`src/rtl/mtwf_pkg.sv`:
```
// Shared types and constants for the Modbus TCP write policy filter.
// Used by every module in rtl/; depends on nothing else.
`default_nettype none

package mtwf_pkg;

	// One byte of the request stream with its sender.
	typedef struct packed {
		logic [7:0]  frame_byte;
		logic [31:0] sender_ip;
	} in_item_t;

	// One verdict per frame.
	typedef struct packed {
		logic [2:0]  verdict;
		logic [1:0]  exc_code;
		logic [15:0] transaction_id;
		logic [7:0]  unit_id;
		logic [7:0]  function_code;
		logic [7:0]  response_function;
		logic [15:0] start_address;
		logic [15:0] item_count;
	} out_item_t;

	// Frame record handed from the parser to the policy stage.
	typedef struct packed {
		logic [15:0] transaction_id;
		logic [7:0]  unit_id;
		logic [7:0]  function_code;
		logic [15:0] start_address;
		logic [15:0] count_field;
		logic [31:0] sender_ip;
		logic        short_frame;
	} frame_rec_t;

	// Policy configuration.
	typedef struct packed {
		logic [31:0] trusted_ip;
		logic [15:0] reg_low;
		logic [15:0] reg_high;
		logic [15:0] coil_a_low;
		logic [15:0] coil_a_high;
		logic [15:0] coil_b_low;
		logic [15:0] coil_b_high;
	} cfg_t;

	// Register indexes of the configuration port.
	localparam int unsigned CFG_IDX_W = 3;
	localparam logic [CFG_IDX_W-1:0] CFG_TRUSTED_IP  = 3'd0;
	localparam logic [CFG_IDX_W-1:0] CFG_REG_LOW     = 3'd1;
	localparam logic [CFG_IDX_W-1:0] CFG_REG_HIGH    = 3'd2;
	localparam logic [CFG_IDX_W-1:0] CFG_COIL_A_LOW  = 3'd3;
	localparam logic [CFG_IDX_W-1:0] CFG_COIL_A_HIGH = 3'd4;
	localparam logic [CFG_IDX_W-1:0] CFG_COIL_B_LOW  = 3'd5;
	localparam logic [CFG_IDX_W-1:0] CFG_COIL_B_HIGH = 3'd6;

	// Configuration values after reset.
	localparam logic [31:0] RST_TRUSTED_IP  = 32'h7F00_0002;
	localparam logic [15:0] RST_REG_LOW     = 16'd0;
	localparam logic [15:0] RST_REG_HIGH    = 16'd15;
	localparam logic [15:0] RST_COIL_A_LOW  = 16'd0;
	localparam logic [15:0] RST_COIL_A_HIGH = 16'd3;
	localparam logic [15:0] RST_COIL_B_LOW  = 16'd8;
	localparam logic [15:0] RST_COIL_B_HIGH = 16'd11;

	// Verdict codes.
	localparam logic [2:0] VERDICT_ALLOW     = 3'd0;
	localparam logic [2:0] VERDICT_UNTRUSTED = 3'd1;
	localparam logic [2:0] VERDICT_RANGE     = 3'd2;
	localparam logic [2:0] VERDICT_UNKNOWN   = 3'd3;
	localparam logic [2:0] VERDICT_SHORT     = 3'd4;

	// Exception codes.
	localparam logic [1:0] EXC_NONE         = 2'd0;
	localparam logic [1:0] EXC_ILLEGAL_FUNC = 2'd1;
	localparam logic [1:0] EXC_ILLEGAL_ADDR = 2'd2;

	// Function codes.
	localparam logic [7:0] FC_READ_COILS        = 8'd1;
	localparam logic [7:0] FC_READ_INPUT_REGS   = 8'd4;
	localparam logic [7:0] FC_WRITE_SINGLE_COIL = 8'd5;
	localparam logic [7:0] FC_WRITE_SINGLE_REG  = 8'd6;
	localparam logic [7:0] FC_WRITE_MULTI_COILS = 8'd15;
	localparam logic [7:0] FC_WRITE_MULTI_REGS  = 8'd16;
	localparam logic [7:0] EXC_FLAG             = 8'h80;

	// Byte positions within a frame.
	localparam int unsigned POS_W = 17;
	localparam logic [POS_W-1:0] POS_TRANS_HI  = 17'd0;
	localparam logic [POS_W-1:0] POS_TRANS_LO  = 17'd1;
	localparam logic [POS_W-1:0] POS_LEN_HI    = 17'd4;
	localparam logic [POS_W-1:0] POS_LEN_LO    = 17'd5;
	localparam logic [POS_W-1:0] POS_UNIT      = 17'd6;
	localparam logic [POS_W-1:0] POS_FUNC      = 17'd7;
	localparam logic [POS_W-1:0] POS_ADDR_HI   = 17'd8;
	localparam logic [POS_W-1:0] POS_ADDR_LO   = 17'd9;
	localparam logic [POS_W-1:0] POS_COUNT_HI  = 17'd10;
	localparam logic [POS_W-1:0] POS_COUNT_LO  = 17'd11;

	// Shortest body length that carries a function code.
	localparam logic [15:0] MIN_BODY_LEN = 16'd2;

endpackage

`default_nettype wire

```
`src/rtl/mtwf_front.sv`:
```
// Front end: parses the MBAP header byte by byte and emits one frame record per frame.
// Depends on mtwf_pkg.
`default_nettype none

module mtwf_front
	import mtwf_pkg::*;
(
	input  wire logic       clk,
	input  wire logic       arst_n,
	input  wire logic       frame_valid,
	input  wire in_item_t   frame_item,
	input  wire logic       q_full,
	output logic            push,
	output frame_rec_t      rec
);

	logic [POS_W-1:0] pos_q;
	logic [15:0]      blen_q;
	logic [15:0]      trans_q;
	logic [7:0]       unit_q;
	logic [7:0]       func_q;
	logic [15:0]      addr_q;
	logic [15:0]      count_q;

	logic [15:0]      blen_n;
	logic [15:0]      trans_n;
	logic [7:0]       unit_n;
	logic [7:0]       func_n;
	logic [15:0]      addr_n;
	logic [15:0]      count_n;
	logic [7:0]       b;
	logic             accept;
	logic             done;

	assign b      = frame_item.frame_byte;
	assign accept = frame_valid && !q_full;

	// Capture the header field that this byte belongs to.
	always_comb begin
		blen_n  = blen_q;
		trans_n = trans_q;
		unit_n  = unit_q;
		func_n  = func_q;
		addr_n  = addr_q;
		count_n = count_q;
		unique case (pos_q)
			POS_TRANS_HI: trans_n = {b, 8'h00};
			POS_TRANS_LO: trans_n = {trans_q[15:8], b};
			POS_LEN_HI:   blen_n  = {b, 8'h00};
			POS_LEN_LO:   blen_n  = {blen_q[15:8], b};
			POS_UNIT:     unit_n  = b;
			POS_FUNC:     func_n  = b;
			POS_ADDR_HI:  addr_n  = {b, 8'h00};
			POS_ADDR_LO:  addr_n  = {addr_q[15:8], b};
			POS_COUNT_HI: count_n = {b, 8'h00};
			POS_COUNT_LO: count_n = {count_q[15:8], b};
			default: begin
			end
		endcase
	end

	// The frame ends on the byte at position 5 plus the body length.
	assign done = (pos_q >= POS_LEN_LO) && (pos_q == (POS_LEN_LO + {1'b0, blen_n}));

	// Build the record from the values as they stand after this byte.
	always_comb begin
		rec.transaction_id = trans_n;
		rec.unit_id        = unit_n;
		rec.function_code  = func_n;
		rec.start_address  = addr_n;
		rec.count_field    = count_n;
		rec.sender_ip      = frame_item.sender_ip;
		rec.short_frame    = (blen_n < MIN_BODY_LEN);
	end

	assign push = accept && done;

	// Parser state; everything returns to zero after each frame.
	always_ff @(posedge clk or negedge arst_n) begin
		if (!arst_n) begin
			pos_q   <= '0;
			blen_q  <= '0;
			trans_q <= '0;
			unit_q  <= '0;
			func_q  <= '0;
			addr_q  <= '0;
			count_q <= '0;
		end else if (accept) begin
			if (done) begin
				pos_q   <= '0;
				blen_q  <= '0;
				trans_q <= '0;
				unit_q  <= '0;
				func_q  <= '0;
				addr_q  <= '0;
				count_q <= '0;
			end else begin
				pos_q   <= pos_q + 1'b1;
				blen_q  <= blen_n;
				trans_q <= trans_n;
				unit_q  <= unit_n;
				func_q  <= func_n;
				addr_q  <= addr_n;
				count_q <= count_n;
			end
		end
	end

endmodule

`default_nettype wire

```
`src/rtl/mtwf_queue.sv`:
```
// Short queue of frame records between the parser and the policy stage.
// Depends on mtwf_pkg.
`default_nettype none

module mtwf_queue
	import mtwf_pkg::*;
#(
	parameter int unsigned DEPTH = 2
) (
	input  wire logic                       clk,
	input  wire logic                       arst_n,
	input  wire logic                       push,
	input  wire frame_rec_t                 push_rec,
	input  wire logic                       pop,
	output frame_rec_t                      head_rec,
	output logic                            head_valid,
	output logic                            full,
	output logic [$clog2(DEPTH+1)-1:0]      count
);

	localparam int unsigned AW = (DEPTH > 1) ? $clog2(DEPTH) : 1;
	localparam int unsigned CW = $clog2(DEPTH + 1);

	frame_rec_t    entry_q [DEPTH];
	logic [AW-1:0] wr_ptr_q;
	logic [AW-1:0] rd_ptr_q;
	logic [CW-1:0] count_q;

	function automatic logic [AW-1:0] next_ptr(input logic [AW-1:0] p);
		next_ptr = (p == AW'(DEPTH - 1)) ? '0 : p + 1'b1;
	endfunction

	assign head_rec   = entry_q[rd_ptr_q];
	assign head_valid = (count_q != '0);
	assign full       = (count_q == CW'(DEPTH));
	assign count      = count_q;

	// Record storage.
	always_ff @(posedge clk) begin
		if (push) begin
			entry_q[wr_ptr_q] <= push_rec;
		end
	end

	// Pointers and fill count.
	always_ff @(posedge clk or negedge arst_n) begin
		if (!arst_n) begin
			wr_ptr_q <= '0;
			rd_ptr_q <= '0;
			count_q  <= '0;
		end else begin
			if (push) begin
				wr_ptr_q <= next_ptr(wr_ptr_q);
			end
			if (pop) begin
				rd_ptr_q <= next_ptr(rd_ptr_q);
			end
			if (push && !pop) begin
				count_q <= count_q + 1'b1;
			end else if (pop && !push) begin
				count_q <= count_q - 1'b1;
			end
		end
	end

endmodule

`default_nettype wire

```
`src/rtl/mtwf_back.sv`:
```
// Back end: applies the write policy to a frame record and holds the verdict.
// Depends on mtwf_pkg.
`default_nettype none

module mtwf_back
	import mtwf_pkg::*;
(
	input  wire logic       clk,
	input  wire logic       arst_n,
	input  wire cfg_t       cfg,
	input  wire logic       head_valid,
	input  wire frame_rec_t head_rec,
	output logic            pop,
	output logic            verdict_valid,
	input  wire logic       verdict_stall,
	output out_item_t       verdict_item
);

	logic        valid_q;
	out_item_t   item_q;
	out_item_t   item_n;

	logic [7:0]  fc;
	logic [15:0] addr;
	logic [15:0] qty;
	logic [15:0] span;
	logic [15:0] last;
	logic        single_write;
	logic        coil_write;
	logic        fits_a;
	logic        fits_b;
	logic        fits_reg;
	logic        range_ok;
	logic [2:0]  verdict;
	logic [1:0]  exc;

	assign fc           = head_rec.function_code;
	assign addr         = head_rec.start_address;
	assign single_write = (fc == FC_WRITE_SINGLE_COIL) || (fc == FC_WRITE_SINGLE_REG);
	assign coil_write   = (fc == FC_WRITE_SINGLE_COIL) || (fc == FC_WRITE_MULTI_COILS);
	assign qty          = single_write ? 16'd1 : head_rec.count_field;

	// Last address of the range, wrapping at 64K; a zero quantity covers one item.
	assign span = (qty == 16'd0) ? 16'd0 : qty - 16'd1;
	assign last = addr + span;

	// Window checks; a reversed window can hold only a range that wraps at 64K.
	assign fits_a   = (addr >= cfg.coil_a_low) && (last <= cfg.coil_a_high);
	assign fits_b   = (addr >= cfg.coil_b_low) && (last <= cfg.coil_b_high);
	assign fits_reg = (addr >= cfg.reg_low) && (last <= cfg.reg_high);
	assign range_ok = coil_write ? (fits_a || fits_b) : fits_reg;

	// Verdict, in order of precedence.
	always_comb begin
		priority if (head_rec.short_frame) begin
			verdict = VERDICT_SHORT;
		end else if ((fc >= FC_READ_COILS) && (fc <= FC_READ_INPUT_REGS)) begin
			verdict = VERDICT_ALLOW;
		end else if (!single_write && (fc != FC_WRITE_MULTI_COILS)
				&& (fc != FC_WRITE_MULTI_REGS)) begin
			verdict = VERDICT_UNKNOWN;
		end else if (head_rec.sender_ip != cfg.trusted_ip) begin
			verdict = VERDICT_UNTRUSTED;
		end else begin
			verdict = range_ok ? VERDICT_ALLOW : VERDICT_RANGE;
		end
	end

	// Exception code and reply function code follow from the verdict.
	always_comb begin
		if (verdict == VERDICT_RANGE) begin
			exc = EXC_ILLEGAL_ADDR;
		end else if ((verdict == VERDICT_UNTRUSTED) || (verdict == VERDICT_UNKNOWN)) begin
			exc = EXC_ILLEGAL_FUNC;
		end else begin
			exc = EXC_NONE;
		end
		item_n.verdict           = verdict;
		item_n.exc_code          = exc;
		item_n.transaction_id    = head_rec.transaction_id;
		item_n.unit_id           = head_rec.unit_id;
		item_n.function_code     = fc;
		item_n.response_function = (exc != EXC_NONE) ? (fc | EXC_FLAG) : 8'h00;
		item_n.start_address     = addr;
		item_n.item_count        = qty;
	end

	// Take the next record when the output register is free or being emptied.
	assign pop = head_valid && (!valid_q || !verdict_stall);

	always_ff @(posedge clk or negedge arst_n) begin
		if (!arst_n) begin
			valid_q <= 1'b0;
		end else if (!valid_q || !verdict_stall) begin
			valid_q <= head_valid;
		end
	end

	always_ff @(posedge clk) begin
		if (pop) begin
			item_q <= item_n;
		end
	end

	assign verdict_valid = valid_q;
	assign verdict_item  = item_q;

endmodule

`default_nettype wire

```
`src/rtl/modbus_tcp_write_policy_filter.sv`:
```
// Top level of the Modbus TCP write policy filter: configuration registers,
// parser, record queue and policy stage. Depends on mtwf_pkg and the mtwf_* modules.
//
// Channel   Direction  Handshake                  Transaction
// frame     in         frame_valid / frame_stall  one request byte and its sender IPv4
// verdict   out        verdict_valid / verdict_stall  one verdict at the end of a frame
// cfg       in         cfg_we                     one register write, no read-back
//
// One request byte is taken every cycle while frame_stall is low. The edge that takes
// a frame's last byte writes its record into the queue; the output register takes the
// verdict when free or being emptied. Reset clears the parser, queue and output and
// loads the default policy. A stalled verdict holds in the output register while up to
// QUEUE_DEPTH records wait behind it; frame_stall rises only when that queue is full.
`default_nettype none

module modbus_tcp_write_policy_filter
	import mtwf_pkg::*;
#(
	parameter int unsigned QUEUE_DEPTH = 2
) (
	input  wire logic                 clk,
	input  wire logic                 arst_n,
	input  wire logic                 frame_valid,
	output logic                      frame_stall,
	input  wire in_item_t             frame_item,
	output logic                      verdict_valid,
	input  wire logic                 verdict_stall,
	output out_item_t                 verdict_item,
	input  wire logic                 cfg_we,
	input  wire logic [CFG_IDX_W-1:0] cfg_index,
	input  wire logic [31:0]          cfg_data
);

	localparam int unsigned CW = $clog2(QUEUE_DEPTH + 1);

	cfg_t          cfg_q;
	frame_rec_t    push_rec;
	frame_rec_t    head_rec;
	logic          push;
	logic          pop;
	logic          head_valid;
	logic          q_full;
	logic [CW-1:0] q_count;

	// Configuration registers.
	always_ff @(posedge clk or negedge arst_n) begin
		if (!arst_n) begin
			cfg_q.trusted_ip  <= RST_TRUSTED_IP;
			cfg_q.reg_low     <= RST_REG_LOW;
			cfg_q.reg_high    <= RST_REG_HIGH;
			cfg_q.coil_a_low  <= RST_COIL_A_LOW;
			cfg_q.coil_a_high <= RST_COIL_A_HIGH;
			cfg_q.coil_b_low  <= RST_COIL_B_LOW;
			cfg_q.coil_b_high <= RST_COIL_B_HIGH;
		end else if (cfg_we) begin
			unique case (cfg_index)
				CFG_TRUSTED_IP:  cfg_q.trusted_ip  <= cfg_data;
				CFG_REG_LOW:     cfg_q.reg_low     <= cfg_data[15:0];
				CFG_REG_HIGH:    cfg_q.reg_high    <= cfg_data[15:0];
				CFG_COIL_A_LOW:  cfg_q.coil_a_low  <= cfg_data[15:0];
				CFG_COIL_A_HIGH: cfg_q.coil_a_high <= cfg_data[15:0];
				CFG_COIL_B_LOW:  cfg_q.coil_b_low  <= cfg_data[15:0];
				CFG_COIL_B_HIGH: cfg_q.coil_b_high <= cfg_data[15:0];
				default: begin
				end
			endcase
		end
	end

	// Header parser.
	mtwf_front u_front (
		.clk        (clk),
		.arst_n     (arst_n),
		.frame_valid(frame_valid),
		.frame_item (frame_item),
		.q_full     (q_full),
		.push       (push),
		.rec        (push_rec)
	);

	// Frame record queue.
	mtwf_queue #(
		.DEPTH(QUEUE_DEPTH)
	) u_queue (
		.clk       (clk),
		.arst_n    (arst_n),
		.push      (push),
		.push_rec  (push_rec),
		.pop       (pop),
		.head_rec  (head_rec),
		.head_valid(head_valid),
		.full      (q_full),
		.count     (q_count)
	);

	// Policy stage and output register.
	mtwf_back u_back (
		.clk          (clk),
		.arst_n       (arst_n),
		.cfg          (cfg_q),
		.head_valid   (head_valid),
		.head_rec     (head_rec),
		.pop          (pop),
		.verdict_valid(verdict_valid),
		.verdict_stall(verdict_stall),
		.verdict_item (verdict_item)
	);

	assign frame_stall = q_full;

	// A record pushed without a pop grows the queue by exactly one.
	a_queue_grows: assert property (@(posedge clk) disable iff (!arst_n)
		(push && !pop) |=> (q_count == $past(q_count) + 1'b1))
		else $error("queue count did not grow on push");

	// A record popped without a push shrinks the queue by exactly one.
	a_queue_shrinks: assert property (@(posedge clk) disable iff (!arst_n)
		(pop && !push) |=> (q_count == $past(q_count) - 1'b1))
		else $error("queue count did not shrink on pop");

	// Allowed and ignored frames carry no exception; denied ones flag the reply code.
	a_exception_match: assert property (@(posedge clk) disable iff (!arst_n)
		verdict_valid |->
		(((verdict_item.verdict == VERDICT_ALLOW) || (verdict_item.verdict == VERDICT_SHORT))
			? ((verdict_item.exc_code == EXC_NONE)
				&& (verdict_item.response_function == 8'h00))
			: ((verdict_item.exc_code != EXC_NONE)
				&& verdict_item.response_function[7])))
		else $error("exception code does not match verdict");

endmodule

`default_nettype wire
```
`config.mk`:
```
export PLATFORM = sky130hd
export DESIGN_NAME = modbus_tcp_write_policy_filter
export DESIGN_NICKNAME = d
export VERILOG_FILES = /design/src/rtl/mtwf_pkg.sv /design/src/rtl/mtwf_front.sv /design/src/rtl/mtwf_queue.sv /design/src/rtl/mtwf_back.sv /design/src/rtl/modbus_tcp_write_policy_filter.sv
export SDC_FILE = /design/constraint.sdc
export NUM_CORES = 1
export LEC_CHECK = 0
export ABC_AREA = 0
export BUFFER_PORTS_ARGS = -buffer_cell sky130_fd_sc_hd__buf_2
export CAP_MARGIN = 20
export CELL_PAD_IN_SITES_DETAIL_PLACEMENT = 1
export CELL_PAD_IN_SITES_GLOBAL_PLACEMENT = 1
export CORE_MARGIN = 2
export CORE_UTILIZATION = 50
export DETAILED_ROUTE_END_ITERATION = 16
export GPL_ROUTABILITY_DRIVEN = 0
export PLACE_DENSITY_LB_ADDON = 0.12
export SLEW_MARGIN = 15
export SYNTH_ARGS = -nofsm -noshare
export SYNTH_HDL_FRONTEND = slang
export SYNTH_SLANG_ARGS = --single-unit
```
`constraint.sdc`:
```
create_clock -name clk -period 12.3 [get_ports clk]
set_input_delay 0.615 -clock clk [delete_from_list [all_inputs] [get_ports clk]]
set_output_delay 0.615 -clock clk [all_outputs]
set_load 0.01 [all_outputs]
```
==> out/results.ini <==
[placed_design]
place_area_um2 = 25110
hpwl_mm = 42.69
port_buffers = 158

[yosys]
synth.net_count = 2036
ys_ff_latch = 500
ys_types = 73
syn_avg_cell_area_um2 = 12.87
async_flop_share_pct = 46.00
synth_area_um2 = 23620
synth_seq_area_share_pct = 58.78
netlist_instances = 1836
yosysWarnings = 0
synth-edff-count = 270
ys.flop_type = edfxtp_1

[final_layout]
nNetsFinal = 2200
drive_gt1_share_pct = 21.77
antennaDiodeCount = 0
finalInstanceArea_um2 = 26920
syn_to_final_growth_pct = 13.96

[worst_setup_path]
start_kind = flop
crit_type = flop to flop
worstPathArrival_ps = 9180
cp_common_cell = buf_4
worstSetupEndpointType = flop
cp.required_ps = 12630
worst-path-max-fanout = 49
ff2ff_path_depth = 30
max_stage_delay_ps = 770
crit_slowest_cell = a211oi_1
rrSetupSlack_ps = 3450

[detailed_routing]
route.final.wire_length_mm = 63.18
wl_per_cell_um = 23.83
avgViaCountPerCell = 5.866
first_iter_violations = 1042
drc = 0
routed-via-count = 15550
antenna_left = 0
first_pass_iters = 6

[sta]
finalSetupViolations = 0
slew_headroom_pct = 29.77
fmax_mhz = 113.0
hold_slack_ps = 82.91
fin_crit_sh_pct = 71.97
hold_viol = 0
period_minus_slack_ps = 8853
skew_ps = 31.38
setup_tns_ps = 0
rsz0062_at_grt = no
worstMarginPinSlew_ps = 1053
slew_viol_final = 0

[floorplanning]
io_pins = 159
rows = 79
die_h_um = 221.4
coreArea_um2 = 46560
dieArea_um2 = 49000
start_util_pct = 50.74
die_w_um = 221.4

[job]
drv_cap = 0

[clock_network]
cts-hold-fix-buffers = 0
cts_setup_buffers = 0
cts_resized = 0
cts.sinks = 500
cts-root-buf = clkbuf_16
cts_tree = yes
htree_levels = 2
clock_latency_ps = 620
path_clk_slew_ps = 60
clock_path_buffers = 3
cts_made_buffers = 53

[grt]
overflow = 0
grt.total_usage_pct = 26.08
antenna_found_initial = 1
grt_pass1_wl_mm = 99.44
grt_max_degree = 110
grt_pass1_vias = 16660

[run_status]
status = finished clean

[pwr]
leakage_nw = 10.13
ir_drop_uv = 125.9
cellPowerDensity_nw_per_um2 = 149.4

[min_path]
hp-class = primary input to async pin

[final timing paths]
check                                      from                       to
setup / recovery               u_queue.rd_ptr_q  u_back.verdict_item[33]
hold / removal                           arst_n                cfg_q[81]
setup reg to reg               u_queue.rd_ptr_q  u_back.verdict_item[33]
hold reg to reg            u_back.verdict_valid     u_back.verdict_valid
max in group asynchronous                arst_n         u_queue.rd_ptr_q
min in group clk                  verdict_stall     u_back.verdict_valid
[cells in the mapped netlist, types with 10 or more instances]
library cell / count / area [um2]
a21o_1: 29 / 217.7
xnor2_1: 66 / 578.1
mux2i_1: 56 / 560.5
dfstp_2: 18 / 473.0
dfrtp_1: 212 / 5305
a21oi_1: 47 / 235.2
inv_1: 118 / 442.9
nor4_1: 22 / 137.6
buf_2: 10 / 50.05
nand2_1: 102 / 382.9
nand2b_1: 17 / 106.4
and3_1: 13 / 81.33
ha_1: 119 / 1489
nand4_1: 18 / 112.6
nand3_1: 20 / 100.1
nor2b_1: 19 / 118.9
clkbuf_1: 52 / 195.2
xor2_1: 21 / 183.9
o21ai_0: 87 / 435.4
mux2_2: 142 / 1599
a22o_1: 134 / 1174
edfxtp_1: 270 / 8108
nor3_1: 18 / 90.09
nor2_1: 88 / 330.3
[registers in the layout, summed over array words and instances (netlist names)]
name,flops
u_queue.entry_q,194
u_back.verdict_valid,1
u_queue.count,2
u_front.pos_q,17
u_queue.wr_ptr_q,1
u_back.verdict_item,76
u_front.func_q,8
u_front.unit_q,8
u_front.count_q,16
cfg_q,128
u_queue.rd_ptr_q,1
u_front.addr_q,16
u_front.trans_q,16
u_front.blen_q,16
[worst max-delay path: cells and delay by family (launching register included)]
family                   cells  cell delay (ps)
AO/OA/AOI/OAI               14             3710
XOR/XNOR                     1              220
adder cells (fa/ha/maj)      2              590
buffers and inverters        5             1890
flip-flops                   1              560
AND/OR/NAND/NOR              8             1530
[layer usage]
layer	vias to the layer above	part of all wire (%)	track usage, %
met2	326	51	45.06
met5	-	0	0
met1	8012	43	34.38
li1	7122	-	-
met4	0	2.5	7.556
met3	92	4.0	3.598
[per-stage QoR]
stage / power (W) / std cells / setup slack (ps) / util, %
2_1_floorplan: 0.002233 / 1836 / 3224 / -
3_3_place_gp: 0.002366 / 2552 / 3979 / 53.94
3_5_place_dp: 0.002396 / 2552 / 3571 / 53.94
4_1_cts: 0.004063 / 2651 / 3539 / 57.82
5_1_grt: 0.004185 / 2651 / 2798 / 57.82
6_report: 0.004023 / 2651 / 3447 / 57.82
[area by class of cell]
type | count | area, um2
clock buffer | 75 | 1469
clock inverter | 24 | 339.1
fill | 4699 | 19640
inverter | 118 | 444.2
multi-input combinational | 1146 | 9046
sequential | 500 | 13890
tap | 607 | 759.5
timing repair buffer | 181 | 973.4
[cells in the final DEF, fill, tap and decap left out, drive strengths merged, types with 27 or more instances in the layout]
| master | n |
|---|---|
| mux2i | 56 |
| clkbuf | 75 |
| nand2 | 102 |
| xnor2 | 66 |
| nor2 | 89 |
| edfxtp | 270 |
| a21oi | 47 |
| nor4 | 27 |
| a22o | 135 |
| dfrtp | 212 |
| mux2 | 142 |
| ha | 119 |
| inv | 118 |
| a21o | 29 |
| o21ai | 91 |
| buf | 181 |
[power by group]
part / switching, W / internal [W]
logic: 0.000237 / 0.000195
clock network: 0.000674 / 0.000982
registers: 0.0000709 / 0.00186
[cell families (layout without fill, tap and decap cells)]
kind of cell | Yosys count | count (layout) | share of synthesized area [%]
compound gates | 368 | 368 | 11.17
xor+xnor | 87 | 87 | 3.225
fa+ha+maj | 120 | 120 | 6.387
buf+inv | 190 | 398 | 3.151
flops | 500 | 500 | 58.78
mux | 198 | 198 | 9.141
simple gates | 373 | 373 | 8.146
Note: power is estimated with default switching activity, not from simulation.
